`src/hw/rtl/chap_pkg.sv`:
```
// shared types, codes and transition table of the chap control machine
package chap_pkg;

  // input function codes
  localparam logic [3:0] FN_AUTH_BOTH   = 4'd0;
  localparam logic [3:0] FN_AUTH_REMOTE = 4'd1;
  localparam logic [3:0] FN_AUTH_LOCAL  = 4'd2;
  localparam logic [3:0] FN_FORCE       = 4'd3;
  localparam logic [3:0] FN_CLOSE       = 4'd4;
  localparam logic [3:0] FN_RX_CHAL     = 4'd5;
  localparam logic [3:0] FN_RX_SUCC     = 4'd6;
  localparam logic [3:0] FN_RX_FAIL     = 4'd7;
  localparam logic [3:0] FN_RX_RESP     = 4'd8;
  localparam logic [3:0] FN_TICK        = 4'd9;

  // table rows
  localparam logic [3:0] EV_AUTH_BOTH   = 4'd0;
  localparam logic [3:0] EV_AUTH_REMOTE = 4'd1;
  localparam logic [3:0] EV_AUTH_LOCAL  = 4'd2;
  localparam logic [3:0] EV_RX_CHAL     = 4'd3;
  localparam logic [3:0] EV_RX_SUCC     = 4'd4;
  localparam logic [3:0] EV_RX_FAIL     = 4'd5;
  localparam logic [3:0] EV_GOOD_RESP   = 4'd6;
  localparam logic [3:0] EV_BAD_RESP    = 4'd7;
  localparam logic [3:0] EV_RTO_PLUS    = 4'd8;
  localparam logic [3:0] EV_RTO_MINUS   = 4'd9;
  localparam logic [3:0] EV_CTO_PLUS    = 4'd10;
  localparam logic [3:0] EV_CTO_MINUS   = 4'd11;
  localparam logic [3:0] EV_FORCE       = 4'd12;
  localparam logic [3:0] EV_CLOSE       = 4'd13;
  localparam int unsigned NUM_EV = 14;

  // machine states
  localparam logic [3:0] ST_C0  = 4'd0;
  localparam logic [3:0] ST_C1  = 4'd1;
  localparam logic [3:0] ST_C2  = 4'd2;
  localparam logic [3:0] ST_C3  = 4'd3;
  localparam logic [3:0] ST_C4  = 4'd4;
  localparam logic [3:0] ST_C5  = 4'd5;
  localparam logic [3:0] ST_C6  = 4'd6;
  localparam logic [3:0] ST_C7  = 4'd7;
  localparam logic [3:0] ST_C8  = 4'd8;
  localparam logic [3:0] ST_C9  = 4'd9;
  localparam logic [3:0] ST_C10 = 4'd10;
  localparam logic [3:0] ST_C11 = 4'd11;
  localparam int unsigned NUM_ST = 12;

  // actions
  localparam logic [3:0] ACT_NONE   = 4'd0;
  localparam logic [3:0] ACT_SRCIRC = 4'd1;
  localparam logic [3:0] ACT_SRRIRR = 4'd2;
  localparam logic [3:0] ACT_SRS    = 4'd3;
  localparam logic [3:0] ACT_SRSAAS = 4'd4;
  localparam logic [3:0] ACT_SRFRAF = 4'd5;
  localparam logic [3:0] ACT_AAS    = 4'd6;
  localparam logic [3:0] ACT_LAF    = 4'd7;
  localparam logic [3:0] ACT_RAF    = 4'd8;
  localparam logic [3:0] ACT_SRR    = 4'd9;
  localparam logic [3:0] ACT_SRC    = 4'd10;

  // configuration register indexes
  localparam logic REG_MAX_RESTARTS  = 1'b0;
  localparam logic REG_RESTART_TICKS = 1'b1;

  localparam logic [7:0]  MAX_RESTARTS_RST  = 8'd10;
  localparam logic [15:0] RESTART_TICKS_RST = 16'd3000;

  localparam logic [7:0] TE_X = 8'hFF;

  function automatic logic [7:0] te(input logic [3:0] act, input logic [3:0] st);
    return {act, st};
  endfunction

  localparam logic [7:0] TRANS [NUM_EV][NUM_ST] = '{
    '{te(ACT_SRCIRC, ST_C6), TE_X, TE_X, TE_X, TE_X, TE_X, TE_X, TE_X, TE_X, TE_X,
      TE_X, TE_X},
    '{te(ACT_SRCIRC, ST_C4), TE_X, TE_X, TE_X, TE_X, TE_X, TE_X, TE_X, TE_X, TE_X,
      TE_X, TE_X},
    '{te(ACT_NONE, ST_C1), TE_X, TE_X, TE_X, TE_X, TE_X, TE_X, TE_X, TE_X, TE_X,
      TE_X, TE_X},
    '{TE_X, te(ACT_SRRIRR, ST_C2), te(ACT_SRRIRR, ST_C2), te(ACT_SRRIRR, ST_C2),
      TE_X, TE_X, te(ACT_SRRIRR, ST_C8), te(ACT_SRRIRR, ST_C9),
      te(ACT_SRRIRR, ST_C8), te(ACT_SRRIRR, ST_C9), te(ACT_SRRIRR, ST_C8),
      te(ACT_SRRIRR, ST_C9)},
    '{TE_X, TE_X, te(ACT_AAS, ST_C3), TE_X, TE_X, TE_X, TE_X, TE_X,
      te(ACT_NONE, ST_C10), te(ACT_AAS, ST_C11), TE_X, TE_X},
    '{TE_X, TE_X, te(ACT_LAF, ST_C0), TE_X, TE_X, TE_X, TE_X, TE_X,
      te(ACT_LAF, ST_C0), te(ACT_LAF, ST_C0), TE_X, TE_X},
    '{TE_X, TE_X, TE_X, TE_X, te(ACT_SRSAAS, ST_C5), te(ACT_SRS, ST_C5),
      te(ACT_SRS, ST_C7), te(ACT_SRS, ST_C7), te(ACT_SRS, ST_C9), te(ACT_SRS, ST_C9),
      te(ACT_SRSAAS, ST_C11), te(ACT_SRS, ST_C11)},
    '{TE_X, TE_X, TE_X, TE_X, te(ACT_SRFRAF, ST_C0), te(ACT_SRFRAF, ST_C0),
      te(ACT_SRFRAF, ST_C0), te(ACT_SRFRAF, ST_C0), te(ACT_SRFRAF, ST_C0),
      te(ACT_SRFRAF, ST_C0), te(ACT_SRFRAF, ST_C0), te(ACT_SRFRAF, ST_C0)},
    '{TE_X, te(ACT_NONE, ST_C1), te(ACT_SRR, ST_C2), TE_X, TE_X, TE_X,
      te(ACT_NONE, ST_C6), te(ACT_NONE, ST_C7), te(ACT_SRR, ST_C8),
      te(ACT_SRR, ST_C9), TE_X, TE_X},
    '{TE_X, te(ACT_LAF, ST_C0), te(ACT_LAF, ST_C2), TE_X, TE_X, TE_X,
      te(ACT_LAF, ST_C0), te(ACT_LAF, ST_C0), te(ACT_LAF, ST_C0), te(ACT_LAF, ST_C0),
      te(ACT_LAF, ST_C0), TE_X},
    '{TE_X, TE_X, TE_X, TE_X, te(ACT_SRC, ST_C4), TE_X, te(ACT_SRC, ST_C6), TE_X,
      te(ACT_SRC, ST_C8), TE_X, te(ACT_SRC, ST_C10), TE_X},
    '{TE_X, TE_X, TE_X, TE_X, te(ACT_RAF, ST_C0), TE_X, te(ACT_RAF, ST_C0), TE_X,
      te(ACT_RAF, ST_C0), TE_X, te(ACT_RAF, ST_C10), TE_X},
    '{TE_X, TE_X, TE_X, TE_X, te(ACT_SRCIRC, ST_C4), te(ACT_SRCIRC, ST_C4),
      te(ACT_SRCIRC, ST_C6), te(ACT_SRCIRC, ST_C6), te(ACT_SRCIRC, ST_C8),
      te(ACT_SRCIRC, ST_C8), te(ACT_SRCIRC, ST_C8), te(ACT_SRCIRC, ST_C10)},
    '{te(ACT_NONE, ST_C0), te(ACT_NONE, ST_C0), te(ACT_NONE, ST_C0),
      te(ACT_NONE, ST_C0), te(ACT_NONE, ST_C0), te(ACT_NONE, ST_C0),
      te(ACT_NONE, ST_C0), te(ACT_NONE, ST_C0), te(ACT_NONE, ST_C0),
      te(ACT_NONE, ST_C0), te(ACT_NONE, ST_C0), te(ACT_NONE, ST_C0)}
  };

  function automatic logic [7:0] trans_lookup(input logic [3:0] ev, input logic [3:0] st);
    logic [7:0] e;
    e = TE_X;
    if (ev < 4'(NUM_EV) && st < 4'(NUM_ST)) begin
      e = TRANS[ev][st];
    end
    return e;
  endfunction

  typedef enum logic [2:0] {
    K_EVENT,
    K_RX_CHAL,
    K_RX_SUCC,
    K_RX_FAIL,
    K_RX_RESP,
    K_TICK,
    K_UNDEF
  } cmd_kind_e;

  typedef struct packed {
    cmd_kind_e  kind;
    logic [3:0] ev;
    logic [7:0] pkt_id;
    logic       good;
  } cmd_t;

  typedef struct packed {
    logic [3:0]  fsm_state;
    logic        send_challenge;
    logic        send_response;
    logic        send_success;
    logic        send_failure;
    logic        report_success;
    logic        report_local_fail;
    logic        report_remote_fail;
    logic [7:0]  challenge_id;
    logic [7:0]  response_id;
    logic        ignored;
  } result_t;

  typedef struct packed {
    logic        we;
    logic        idx;
    logic [15:0] data;
  } cfg_wr_t;

  typedef struct packed {
    logic [3:0] fsm_state;
    logic       chall_on;
    logic       resp_on;
  } back_status_t;

endpackage

```
`src/hw/rtl/chap_front.sv`:
```
// front end: input handshake and classification of each event
module chap_front import chap_pkg::*; (
  input  logic       s_valid_i,
  input  logic [3:0] func_i,
  input  logic [7:0] pkt_id_i,
  input  logic       response_good_i,
  input  logic       q_full_i,
  output logic       s_ready_o,
  output logic       push_o,
  output cmd_t       cmd_o
);

  assign s_ready_o = ~q_full_i;
  assign push_o    = s_valid_i & ~q_full_i;

  always_comb begin
    cmd_o.pkt_id = pkt_id_i;
    cmd_o.good   = response_good_i;
    cmd_o.ev     = EV_AUTH_BOTH;
    cmd_o.kind   = K_UNDEF;
    case (func_i)
      FN_AUTH_BOTH: begin
        cmd_o.kind = K_EVENT;
        cmd_o.ev   = EV_AUTH_BOTH;
      end
      FN_AUTH_REMOTE: begin
        cmd_o.kind = K_EVENT;
        cmd_o.ev   = EV_AUTH_REMOTE;
      end
      FN_AUTH_LOCAL: begin
        cmd_o.kind = K_EVENT;
        cmd_o.ev   = EV_AUTH_LOCAL;
      end
      FN_FORCE: begin
        cmd_o.kind = K_EVENT;
        cmd_o.ev   = EV_FORCE;
      end
      FN_CLOSE: begin
        cmd_o.kind = K_EVENT;
        cmd_o.ev   = EV_CLOSE;
      end
      FN_RX_CHAL: cmd_o.kind = K_RX_CHAL;
      FN_RX_SUCC: cmd_o.kind = K_RX_SUCC;
      FN_RX_FAIL: cmd_o.kind = K_RX_FAIL;
      FN_RX_RESP: cmd_o.kind = K_RX_RESP;
      FN_TICK:    cmd_o.kind = K_TICK;
      default:    cmd_o.kind = K_UNDEF;
    endcase
  end

endmodule

```
`src/hw/rtl/chap_queue.sv`:
```
// short command queue between front end and back end
module chap_queue import chap_pkg::*; #(
  parameter int unsigned DEPTH = 2
) (
  input  logic clk_i,
  input  logic rst_ni,
  input  logic push_i,
  input  cmd_t data_i,
  output logic full_o,
  input  logic pop_i,
  output logic valid_o,
  output cmd_t data_o
);

  localparam int unsigned PW = (DEPTH > 1) ? $clog2(DEPTH) : 1;
  localparam int unsigned CW = $clog2(DEPTH + 1);

  cmd_t          mem_q [DEPTH];
  logic [PW-1:0] wr_q, wr_d, rd_q, rd_d;
  logic [CW-1:0] cnt_q, cnt_d;
  logic          do_push, do_pop;

  assign full_o  = (cnt_q == CW'(DEPTH));
  assign valid_o = (cnt_q != '0);
  assign data_o  = mem_q[rd_q];
  assign do_push = push_i & ~full_o;
  assign do_pop  = pop_i & valid_o;

  always_comb begin
    wr_d  = wr_q;
    rd_d  = rd_q;
    cnt_d = cnt_q;
    if (do_push) begin
      wr_d = (wr_q == PW'(DEPTH - 1)) ? '0 : wr_q + PW'(1);
    end
    if (do_pop) begin
      rd_d = (rd_q == PW'(DEPTH - 1)) ? '0 : rd_q + PW'(1);
    end
    if (do_push && !do_pop) begin
      cnt_d = cnt_q + CW'(1);
    end else if (do_pop && !do_push) begin
      cnt_d = cnt_q - CW'(1);
    end
  end

  always_ff @(posedge clk_i or negedge rst_ni) begin
    if (!rst_ni) begin
      wr_q  <= '0;
      rd_q  <= '0;
      cnt_q <= '0;
    end else begin
      wr_q  <= wr_d;
      rd_q  <= rd_d;
      cnt_q <= cnt_d;
    end
  end

  always_ff @(posedge clk_i) begin
    if (do_push) begin
      mem_q[wr_q] <= data_i;
    end
  end

endmodule

```
`src/hw/rtl/chap_back.sv`:
```
// back end: id checks, timers, table lookup and result register
module chap_back import chap_pkg::*; (
  input  logic         clk_i,
  input  logic         rst_ni,
  input  cfg_wr_t      cfg_i,
  input  logic         q_valid_i,
  input  cmd_t         cmd_i,
  output logic         pop_o,
  output logic         m_valid_o,
  input  logic         m_ready_i,
  output result_t      res_o,
  output back_status_t status_o
);

  logic [7:0]  max_q;
  logic [15:0] ticks_q;
  logic [3:0]  fsm_q, fsm_d;
  logic [7:0]  cid_q, cid_d, rid_q, rid_d;
  logic [7:0]  crt_q, crt_d, rrt_q, rrt_d;
  logic [15:0] ctm_q, ctm_d, rtm_q, rtm_d;
  logic        con_q, con_d, ron_q, ron_d;
  logic        out_vld_q;
  result_t     res_q, res_d;

  logic        run;
  logic [3:0]  ev;
  logic [7:0]  entry;
  logic [3:0]  act, ns;
  logic        cexp, rexp;

  assign pop_o     = q_valid_i & (~out_vld_q | m_ready_i);
  assign m_valid_o = out_vld_q;
  assign res_o     = res_q;
  assign status_o  = '{fsm_state: fsm_q, chall_on: con_q, resp_on: ron_q};

  assign cexp  = con_q & (ctm_q <= 16'd1);
  assign rexp  = ron_q & (rtm_q <= 16'd1);

  always_comb begin
    fsm_d = fsm_q;
    cid_d = cid_q;
    rid_d = rid_q;
    crt_d = crt_q;
    rrt_d = rrt_q;
    ctm_d = ctm_q;
    rtm_d = rtm_q;
    con_d = con_q;
    ron_d = ron_q;
    res_d = '0;
    run   = 1'b0;
    ev    = cmd_i.ev;
    entry = TE_X;
    act   = ACT_NONE;
    ns    = fsm_q;

    case (cmd_i.kind)
      K_EVENT: run = 1'b1;
      K_RX_CHAL: begin
        rid_d = cmd_i.pkt_id;
        ev    = EV_RX_CHAL;
        run   = 1'b1;
      end
      K_RX_SUCC: begin
        ev = EV_RX_SUCC;
        if (cmd_i.pkt_id != rid_q) res_d.ignored = 1'b1;
        else run = 1'b1;
      end
      K_RX_FAIL: begin
        ev = EV_RX_FAIL;
        if (cmd_i.pkt_id != rid_q) res_d.ignored = 1'b1;
        else run = 1'b1;
      end
      K_RX_RESP: begin
        ev = cmd_i.good ? EV_GOOD_RESP : EV_BAD_RESP;
        if (cmd_i.pkt_id != cid_q) res_d.ignored = 1'b1;
        else run = 1'b1;
      end
      K_TICK: begin
        if (cexp) begin
          if (crt_q != 8'd0) begin
            ctm_d = ticks_q;
            ev    = EV_CTO_PLUS;
          end else begin
            con_d = 1'b0;
            ev    = EV_CTO_MINUS;
          end
          if (ron_q && !rexp) rtm_d = rtm_q - 16'd1;
          run = 1'b1;
        end else if (rexp) begin
          if (rrt_q != 8'd0) begin
            rtm_d = ticks_q;
            ev    = EV_RTO_PLUS;
          end else begin
            ron_d = 1'b0;
            ev    = EV_RTO_MINUS;
          end
          if (con_q) ctm_d = ctm_q - 16'd1;
          run = 1'b1;
        end else begin
          if (con_q) ctm_d = ctm_q - 16'd1;
          if (ron_q) rtm_d = rtm_q - 16'd1;
        end
      end
      default: res_d.ignored = 1'b1;
    endcase

    if (run) begin
      entry = trans_lookup(ev, fsm_q);
      act   = entry[7:4];
      ns    = entry[3:0];
      if (entry == TE_X) begin
        res_d.ignored = 1'b1;
      end else begin
        // send challenge / send response side effects
        if (act == ACT_SRCIRC || act == ACT_SRC) begin
          cid_d = cid_d + 8'd1;
          res_d.send_challenge = 1'b1;
          if (crt_d != 8'd0) crt_d = crt_d - 8'd1;
        end
        if (act == ACT_SRRIRR || act == ACT_SRR) begin
          res_d.send_response = 1'b1;
          if (rrt_d != 8'd0) rrt_d = rrt_d - 8'd1;
        end
        if (act == ACT_SRCIRC) begin
          crt_d = max_q;
          ctm_d = ticks_q;
          con_d = 1'b1;
        end
        if (act == ACT_SRRIRR) begin
          rrt_d = max_q;
          rtm_d = ticks_q;
          ron_d = 1'b1;
        end
        res_d.send_success      = (act == ACT_SRS) || (act == ACT_SRSAAS);
        res_d.send_failure      = (act == ACT_SRFRAF);
        res_d.report_success    = (act == ACT_SRSAAS) || (act == ACT_AAS);
        res_d.report_local_fail = (act == ACT_LAF);
        res_d.report_remote_fail = (act == ACT_SRFRAF) || (act == ACT_RAF);
        fsm_d = ns;
        if (ns == ST_C0 || ns == ST_C1 || ns == ST_C2 || ns == ST_C3 || ns == ST_C5 ||
            ns == ST_C7 || ns == ST_C9 || ns == ST_C11) begin
          con_d = 1'b0;
        end
        if (ns == ST_C0 || ns == ST_C3 || ns == ST_C4 || ns == ST_C5 || ns == ST_C10 ||
            ns == ST_C11) begin
          ron_d = 1'b0;
        end
      end
    end

    res_d.fsm_state    = fsm_d;
    res_d.challenge_id = cid_d;
    res_d.response_id  = rid_d;
  end

  always_ff @(posedge clk_i or negedge rst_ni) begin
    if (!rst_ni) begin
      max_q     <= MAX_RESTARTS_RST;
      ticks_q   <= RESTART_TICKS_RST;
      fsm_q     <= ST_C0;
      cid_q     <= '0;
      rid_q     <= '0;
      crt_q     <= '0;
      rrt_q     <= '0;
      ctm_q     <= '0;
      rtm_q     <= '0;
      con_q     <= 1'b0;
      ron_q     <= 1'b0;
      out_vld_q <= 1'b0;
    end else begin
      if (cfg_i.we) begin
        case (cfg_i.idx)
          REG_MAX_RESTARTS:  max_q   <= cfg_i.data[7:0];
          REG_RESTART_TICKS: ticks_q <= cfg_i.data;
          default: ;
        endcase
      end
      if (pop_o) begin
        fsm_q <= fsm_d;
        cid_q <= cid_d;
        rid_q <= rid_d;
        crt_q <= crt_d;
        rrt_q <= rrt_d;
        ctm_q <= ctm_d;
        rtm_q <= rtm_d;
        con_q <= con_d;
        ron_q <= ron_d;
        out_vld_q <= 1'b1;
      end else if (m_ready_i) begin
        out_vld_q <= 1'b0;
      end
    end
  end

  always_ff @(posedge clk_i) begin
    if (pop_o) begin
      res_q <= res_d;
    end
  end

endmodule

```
`src/hw/rtl/chap_authentication_fsm.sv`:
```
// top level of the chap authentication control machine
//
// channel   dir  handshake                     payload
// s_axis    in   s_axis_tvalid/s_axis_tready   tuser func, tdata pkt_id, response_good
// m_axis    out  m_axis_tvalid/m_axis_tready   tdata state, actions, ids; tuser ignored
// cfg       in   cfg_valid_i/cfg_ready_o       cfg_index_i, cfg_data_i
//
// one event per cycle sustained while the output is not stalled; a result passes through
// the queue stage, then the result register in the back end
// the back end executes one queued event per cycle, limited by the result register
// reset clears state, ids, timers and the queue; registers return to 10 and 3000
// a stalled output holds the back end; the queue keeps taking input until full
module chap_authentication_fsm import chap_pkg::*; #(
  parameter int unsigned QUEUE_DEPTH = 2
) (
  input  logic        clk_i,
  input  logic        rst_ni,
  input  logic        s_axis_tvalid,
  output logic        s_axis_tready,
  input  logic [15:0] s_axis_tdata,  // pkt_id[7:0], response_good[8], zero[15:9]
  input  logic [3:0]  s_axis_tuser,  // func[3:0]
  output logic        m_axis_tvalid,
  input  logic        m_axis_tready,
  // next_state[3:0], send_challenge[4], send_response[5], send_success[6],
  // send_failure[7], report_success[8], report_local_fail[9],
  // report_remote_fail[10], challenge_id[18:11], response_id[26:19], zero[31:27]
  output logic [31:0] m_axis_tdata,
  output logic [0:0]  m_axis_tuser,  // ignored[0]
  input  logic        cfg_valid_i,
  output logic        cfg_ready_o,
  input  logic        cfg_index_i,
  input  logic [15:0] cfg_data_i
);

  cmd_t         f_cmd, q_cmd;
  logic         f_push, q_full, q_valid, b_pop;
  cfg_wr_t      cfg_wr;
  result_t      res;
  back_status_t b_status;

  assign cfg_ready_o = 1'b1;
  assign cfg_wr = '{we: cfg_valid_i, idx: cfg_index_i, data: cfg_data_i};

  chap_front u_front (
    .s_valid_i       (s_axis_tvalid),
    .func_i          (s_axis_tuser),
    .pkt_id_i        (s_axis_tdata[7:0]),
    .response_good_i (s_axis_tdata[8]),
    .q_full_i        (q_full),
    .s_ready_o       (s_axis_tready),
    .push_o          (f_push),
    .cmd_o           (f_cmd)
  );

  chap_queue #(
    .DEPTH (QUEUE_DEPTH)
  ) u_queue (
    .clk_i   (clk_i),
    .rst_ni  (rst_ni),
    .push_i  (f_push),
    .data_i  (f_cmd),
    .full_o  (q_full),
    .pop_i   (b_pop),
    .valid_o (q_valid),
    .data_o  (q_cmd)
  );

  chap_back u_back (
    .clk_i     (clk_i),
    .rst_ni    (rst_ni),
    .cfg_i     (cfg_wr),
    .q_valid_i (q_valid),
    .cmd_i     (q_cmd),
    .pop_o     (b_pop),
    .m_valid_o (m_axis_tvalid),
    .m_ready_i (m_axis_tready),
    .res_o     (res),
    .status_o  (b_status)
  );

  assign m_axis_tdata = {5'd0, res.response_id, res.challenge_id, res.report_remote_fail,
                         res.report_local_fail, res.report_success, res.send_failure,
                         res.send_success, res.send_response, res.send_challenge,
                         res.fsm_state};
  assign m_axis_tuser = res.ignored;

`ifndef SYNTHESIS
  a_chall_timer_state: assert property (@(posedge clk_i) disable iff (!rst_ni)
    b_status.chall_on |-> !(b_status.fsm_state == ST_C0 || b_status.fsm_state == ST_C1 ||
      b_status.fsm_state == ST_C2 || b_status.fsm_state == ST_C3 ||
      b_status.fsm_state == ST_C5 || b_status.fsm_state == ST_C7 ||
      b_status.fsm_state == ST_C9 || b_status.fsm_state == ST_C11))
    else $error("challenge timer running in a state that stops it");

  a_resp_timer_state: assert property (@(posedge clk_i) disable iff (!rst_ni)
    b_status.resp_on |-> !(b_status.fsm_state == ST_C0 || b_status.fsm_state == ST_C3 ||
      b_status.fsm_state == ST_C4 || b_status.fsm_state == ST_C5 ||
      b_status.fsm_state == ST_C10 || b_status.fsm_state == ST_C11))
    else $error("response timer running in a state that stops it");

  a_push_fills_queue: assert property (@(posedge clk_i) disable iff (!rst_ni)
    (f_push && !b_pop) |=> q_valid)
    else $error("queue empty after a transaction was pushed");

  a_pop_gives_result: assert property (@(posedge clk_i) disable iff (!rst_ni)
    b_pop |=> m_axis_tvalid)
    else $error("no result after an event was executed");
`endif

endmodule

```
`config.mk`:
```
export PLATFORM = sky130hd
export DESIGN_NAME = chap_authentication_fsm
export DESIGN_NICKNAME = d
export VERILOG_FILES = /design/src/hw/rtl/chap_pkg.sv /design/src/hw/rtl/chap_front.sv /design/src/hw/rtl/chap_queue.sv /design/src/hw/rtl/chap_back.sv /design/src/hw/rtl/chap_authentication_fsm.sv
export SDC_FILE = /design/constraint.sdc
export NUM_CORES = 1
export LEC_CHECK = 0
export ABC_AREA = 1
export BUFFER_PORTS_ARGS = -buffer_cell sky130_fd_sc_hd__buf_2
export CAP_MARGIN = 15
export CORE_ASPECT_RATIO = 1.4
export CORE_MARGIN = 2
export CORE_UTILIZATION = 30
export CTS_CLUSTER_DIAMETER = 100
export DETAILED_ROUTE_END_ITERATION = 6
export RECOVER_POWER = 50
export SYNTH_ARGS = -nofsm -noshare
export SYNTH_HDL_FRONTEND = slang
export SYNTH_SLANG_ARGS = --single-unit
```
`constraint.sdc`:
```
create_clock -name clk_i -period 7.6 [get_ports clk_i]
set_input_delay 0.76 -clock clk_i [delete_from_list [all_inputs] [get_ports clk_i]]
set_output_delay 0.76 -clock clk_i [all_outputs]
set_load 0.005 [all_outputs]
```
# Yosys cells after proc, flatten, opt, wreduce, memory -nomap -nowiden
# Memories as Yosys holds them, arrays and structs flattened.
# Index checks and enable logic that the tools add are counted.
# word_totals
regBits	127
ramBits	32
rom_bits	1536
in_bits	42
out_inout_bits	36
elab_cells	217
mem_count	2
# mem_list
name	words	width	read_ports	rd_clocked_by_memory_dff	wr	line_no	source
(no name shown)	16	96	1	0	0	chap_pkg.sv:118	e = TRANS[ev][st];
u_queue.mem_q	2	16	1	0	1	chap_queue.sv:18	cmd_t mem_q [DEPTH];
# classes
add_sub_neg	9
n_lt_le_gt_ge	6
n_eq_ne	37
muxes	78
bitwise	14
reduce_logical	45
# ops
op	n
2-to-1 mux 16 bit	16
2-to-1 mux 96 bit	2
2-to-1 mux 8 bit	14
equality test 4 x 3 -> 1 bit, second input constant	11
2-to-1 mux 1 bit	34
binary-select mux 8 bit (select 4 bit)	1
equality test 4 bit, second input constant	8
<= comparator 16 x 1 -> 1 bit, second input constant	2
subtractor 16 x 1 -> 16 bit, second input constant	2
equality test 4 x 2 -> 1 bit, second input constant	6
case mux 4 bit (5 select lines)	1
case mux 3 bit (6 select lines)	1
logical OR 1 bit	17
2-to-1 mux 4 bit	4
inequality test 8 bit	2
case mux 4 bit (4 select lines)	1
nonzero test 8 bit	2
subtractor 8 x 1 -> 8 bit, second input constant	2
nonzero test 2 bit	7
equality test 4 x 1 -> 1 bit, second input constant	3
greater-or-equal comparator 5 bit, second input constant	2
NOT 4 -> 5 bit	2
AND reduction 5 bit	2
adder 8 x 1 -> 8 bit, second input constant	1
23 further kinds	46

# Logic depth before layout (Yosys ltp)
# logic_depth
word_depth	25
mapped_depth	35
depth_no_buf	34

# By module
# A second synthesis with hierarchy kept.
# unflattened
hier_cells	1632
area_unflattened_um2	11583.6
# by_module_without_submodules
module	n_inst	cells_per_inst	area_per_inst_um2	seq_area_each_um2
chap_back	1	1475	9829.4	3229.3
chap_queue	1	115	1530.2	1061.0
chap_front	1	34	171.4	0.0
chap_authentication_fsm	1	8	52.6	0.0

# Least setup slack after synthesis
# No wires, ideal clock.
# synth_path
kind	register -> register
start	register u_back.crt_q[0]
end	register u_back.res_q (netlist bit u_back.res_o[24]) (data pin)
setup_time_ns	0.255
t_arrival_ns	3.367
required_ns	7.345
setup_slack_ns	3.978
path_stages_with_launch	27
path_buffers	1
synth_period_minus_slack_ns	3.622
cell_sequence	dfrtp_1 inv_1 ha_1 nand3_1 nor3_4 nand2_2 nand2_1 nand2_2 nand3_4 buf_8 inv_2 ha_1 nor2_1 nand2_1 nand2_1 inv_1 nand2_1 nand3_1 nand2_1 nand3_1 nand2_2 nand2_1 nor2_1 nand2_1 nand2_1 nand2_1 and2_1
# synth_via
elab_chain_len	16
elab_cells_between_ends	18
cone_classes	order compare (1); eq/ne (1); mux (12); bitwise (1); reduce/logical (2); memory (1)
# synth_rtl
item	line_no	source
from (decl)	chap_back.sv:19	logic [7:0] crt_q, crt_d, rrt_q, rrt_d;
from (signal assigned)	chap_back.sv:182	crt_q <= crt_d;
nonzero test 8 bit *	chap_back.sv:80	if (crt_q != 8'd0) begin
2-to-1 mux 1 bit *	chap_back.sv:80	
2-to-1 mux 4 bit *	chap_back.sv:79	if (cexp) begin
case mux 4 bit (5 select lines) *	chap_back.sv:56	case (cmd_i.kind)
NOT 4 -> 5 bit (not written as such)	chap_pkg.sv:118	
memory read (16 x 96 bit)	n/a	
2-to-1 mux 96 bit (not written as such) (2 in a row)	chap_pkg.sv:118	
binary-select mux 8 bit (select 4 bit)	chap_pkg.sv:118	
2-to-1 mux 8 bit (not written as such) (2 in a row)	chap_pkg.sv:118	
2-to-1 mux 8 bit *	chap_pkg.sv:117	if (ev < 4'(NUM_EV) && st < 4'(NUM_ST)) begin
2-to-1 mux 8 bit *	chap_back.sv:107	if (run) begin
equality test 8 bit	chap_back.sv:111	if (entry == TE_X) begin
2-to-1 mux 4 bit *	chap_back.sv:111	
2-to-1 mux 4 bit *	chap_back.sv:107	
net u_back.fsm_d[0]	chap_back.sv:17	logic [3:0] fsm_q, fsm_d;
to (signal assigned)	chap_back.sv:197	res_q <= res_d;
to (decl)	chap_back.sv:23	result_t res_q, res_d;
# Mark *: on every way through the listed nets, which the timed path passes. The rest lies on a longest branch. The select of a mux whose other input is x is not followed.
# A chain may end at the register's enable or synchronous reset.

# Worst setup path after layout
# layout_path
start	register u_queue.rd_q
end	register u_back.rrt_q[3]
# layout_via
elab_chain_len	17
elab_cells_between_ends	38
cone_classes	order compare (1); eq/ne (10); mux (15); bitwise (2); reduce/logical (8); memory (2)
# layout_rtl
item	line_no	source
from (decl)	chap_queue.sv:19	logic [PW-1:0] wr_q, wr_d, rd_q, rd_d;
from (signal assigned)	chap_queue.sv:53	rd_q <= rd_d;
memory read (2 x 16 bit) *	n/a	
2-to-1 mux 4 bit	chap_back.sv:89	end else if (rexp) begin
2-to-1 mux 4 bit	chap_back.sv:79	
case mux 4 bit (5 select lines)	chap_back.sv:56	
NOT 4 -> 5 bit (not written as such)	chap_pkg.sv:118	
memory read (16 x 96 bit)	n/a	
2-to-1 mux 96 bit (not written as such) (2 in a row)	chap_pkg.sv:118	
binary-select mux 8 bit (select 4 bit)	chap_pkg.sv:118	
2-to-1 mux 8 bit (not written as such) (2 in a row)	chap_pkg.sv:118	
2-to-1 mux 8 bit	chap_pkg.sv:117	
2-to-1 mux 8 bit	chap_back.sv:107	
equality test 4 x 2 -> 1 bit / equality test 4 bit (equally long branches)	chap_back.sv:120, chap_back.sv:129	
logical OR 1 bit	chap_back.sv:120	if (act == ACT_SRRIRR || act == ACT_SRR) begin
nonzero test 2 bit (no source line)	n/a	
AND reduction 5 bit (no source line)	n/a	
to (signal assigned)	chap_back.sv:183	rrt_q <= rrt_d;
to (decl)	chap_back.sv:19	
# Every way passes the cells marked *; elsewhere a longest branch is shown, timed or not. The select of a mux whose other input is x is not followed.

==> out/results.tsv <==
metric	value	unit
H-tree depth	4	
Switching Share	53.5	%
largest fanout on the critical path	47	
Yosys reg bits	157	
Starting Density	30.3	%
first-pass GRT wire length	51700	um
max-slew violation count	129	
main combinational cell family by area after synthesis	simple AND/OR/NAND/NOR gates	
Slew @ Worst Pin	3.29	ns
violated checks	capacitance limit, slew limit	
internal power	2690	uW
PwrDens	475	mW/mm^2
mux contribution to synthesized area	0.182	%
Routed WL	31400	um
MaxCap Viol Count	3	
most common flop cell mapped by yosys	dfrtp_1	
IO Pins	78	
worst path arrival time	6.43	ns
drt first-iter violations	662	
Simple-Gate Fraction of Synth Area	32.8	%
Port Buffers	64	
clock share of power	14.9	%
Cell Rows	83	
Root Buffer Master	clkbuf_16	
Compound-Gate Fraction of Synth Area	14.7	%
VDD IR max	0.189	mV
CP required	7.98	ns
Die Y	231	um
Worst path slowest cell	dfrtp_1	
most frequent CP cell	nand2_1	
Area growth, synth to finish	10.4	%
number of flops mapped to enable cells by yosys	58	
r2r setup slk	1.54	ns
sequential area share after synthesis	38.4	%
TNS Setup	0	ns
Sequential Power Share	25.0	%
share of layout cells above drive strength 1	12.1	%
RD Place Congestion	0.932	
Filler cells	3909	
skew final	0.00931	ns
Num CTS Buffers	17	
Distinct cells, synth	65	
Leakage	0.00581	uW
CP peak stage delay	0.85	ns
Tot GR Track Use	16.6	%
Hold Crit Class	flop to flop	
setup bufs post-CTS	0	
RSZ-0062 raised after global routing	false	
Ys Warns	0	
Slew HR	-119	%
synthesized cell area	0.0110	mm^2
FFs w/ async S/R, synth	63.1	%
Reg clk slew, reported paths	0.07	ns
XOR/XNOR Fraction of Synth Area	2.86	%
DRT Pass-1 Iters	5	
switching pwr	3090	uW
average wire per standard cell	15.3	um
ANT cells	0	
CORE AREA	0.0365	mm^2
CTS Hold Bufs	0	
Syn Area/Cell	7.14	um^2
CTS tree	yes	
final worst-path cycle share	79.7	%
initial antenna violation count	0	
post-synthesis instance total	1545	
post-synthesis adder-cell area fraction	1.70	%
crit end category	flop	
final antenna-violating net count	0	
CP Cell Sequence	inv_1, nand2_1, nand2_4, inv_2, nand3_2, inv_2, nand2_2, a21boi_1, nor2_1, nor2_2, nand2_2, nand2_1, nand2_1, nand3_1, nand3_1, nor2b_1, nor2_4, nand2_2, nand2_1, nand2_2, nor2_8, nand2_1, o21ai_1	
dpl hpwl	22500	um
drt via density	5.02	
WS Path Type	flop to flop	
largest net degree at the start of global routing	74	
Die ar.	0.0383	mm^2
critical path launch point type	flop	
final setup violation count	0	
Tot Pwr	5780	uW
endpoints failing hold	0	
fin util	33.4	%
CTS resizes	0	
post-route minimum period	6.06	ns
DRC	0	
FMAX	165	MHz
worst skew pair latency	0.46	ns
Comb pwr share	60.1	%
vias in the first global route	10200	
clk sinks	157	
Die Wd	166	um
Max Root-Sink Buffers	2	
fin nets	1626	
GR Overflow Total	0	
routed vias	10300	
status	complete, but fails checks	
==> power by group through the flow <==
stage / combinational (uW) / clock (uW) / sequential [uW]
floorplan: 2730 / 0 / 1350
global placement: 3430 / 0 / 1450
detailed placement: 3460 / 0 / 1460
CTS: 3480 / 881 / 1440
global route: 3930 / 915 / 1480
finish: 3470 / 861 / 1440
==> state kept, by name, summed over array words and instances, names as in the netlist <==
name and flops:
u_back.max_q 8, u_back.cid_q 8, u_back.ticks_q 16, u_back.rtm_q 16
u_back.con_q 1, u_back.crt_q 8, u_queue.mem_q 30, u_queue.rd_q 1
u_queue.wr_q 1, u_queue.cnt_q 2, u_back.res_o 28, u_back.rrt_q 8
u_back.fsm_q 4, u_back.rid_q 8, u_back.ron_q 1, u_back.m_valid_o 1
u_back.ctm_q 16
==> worst paths after layout <==
kind / from / end / cells after the start
max in group asynchronous: rst_ni / u_back.ctm_q[11] / 2
worst max register to register: u_queue.rd_q / u_back.rrt_q[3] / 23
min in group asynchronous: rst_ni / u_back.rrt_q[1] / 1
worst max-delay path: u_queue.rd_q / u_back.rrt_q[3] / 23
worst min-delay path: u_back.crt_q[0] / u_back.crt_q[0] / 2
worst min register to register: u_back.crt_q[0] / u_back.crt_q[0] / 2
==> layout by cell type, fill, tap and decap left out, types with 4 or more instances in the layout <==
cell,n
a21oi_1,72
inv_6,4
o21ai_0,115
xnor2_1,6
o211ai_1,9
nand4_1,25
buf_4,6
o21ai_2,5
nor3_1,24
conb_1,6
nor2_1,88
a32oi_1,5
xor2_1,30
clkbuf_1,11
clkbuf_16,17
nand3b_1,4
o221ai_1,4
and2_1,4
inv_8,6
dfrtp_1,90
nand2_2,26
o22ai_1,7
buf_2,56
o21ai_1,30
nor4_1,6
a31oi_1,7
inv_2,11
edfxtp_1,58
nand2_1,496
dfstp_2,9
nor2_2,13
nand3_2,8
ha_1,15
inv_1,151
nand2_4,4
a21oi_2,6
nand3_1,96
==> critical path, delay by kind of cell, from the launching register on <==
kind,cells,cell delay [ns]
buf+inv,3,1.02
simple gates,18,3.25
flops,1,0.85
compound gates,2,0.84
==> Yosys cell counts, types with 24 or more instances <==
library cell,n,area share (%)
nor2_1,88,3.0
nand2_2,26,1.5
nor3_1,24,1.1
clkbuf_1,32,1.1
dfrtp_1,90,20
inv_1,151,5.1
nand2_1,496,17
nand3_1,96,4.4
o21ai_1,30,1.4
a21oi_1,72,3.3
nand4_1,25,1.4
o21ai_0,115,5.2
edfxtp_1,58,16
xor2_1,30,2.4
==> layout make-up <==
cell class,instances,area (um^2),area share [%]
Multi-Input combinational cell,1153,5780,47.5
Clock buffer,18,439,3.61
Timing Repair Buffer,73,367,3.01
Sequential cell,157,4230,34.7
Tap cell,467,584,4.80
Clock inverter,14,144,1.18
Inverter,167,631,5.18
==> logic make-up (layout without fill, tap and decap cells) <==
| family | Yosys count | in the layout |
|---|---|---|
| compound gates | 282 | 282 |
| xor+xnor | 36 | 36 |
| fa+ha+maj | 15 | 15 |
| buf+inv | 239 | 272 |
| flops | 157 | 157 |
| mux | 2 | 2 |
| other cells | 2 | 6 |
| simple gates | 812 | 812 |
==> per-layer routing <==
metal / vias up / global-route usage (%) / wire (um) / share of wire, %
met2: 259 / 30.5 / 16100 / 51
li1: 5113 / - / - / -
met5: - / 0 / 0 / 0
met4: 0 / 8.10 / 1160 / 3.7
met3: 75 / 2.40 / 1190 / 3.8
met1: 4842 / 18.8 / 12900 / 41
==> per-stage QoR <==
stage	hold slack (ns)	std cells	worst slack, ns	area [um^2]
after CTS	0.410	2049	1.52	12200
final	0.477	2049	1.54	12200
after global placement	0.462	2017	1.62	11600
after global routing	0.484	2049	0.919	12200
after detailed placement	0.463	2017	1.59	11600
after floorplan	0.442	1549	3.98	11000
Note: power is estimated with default switching activity, not from simulation.
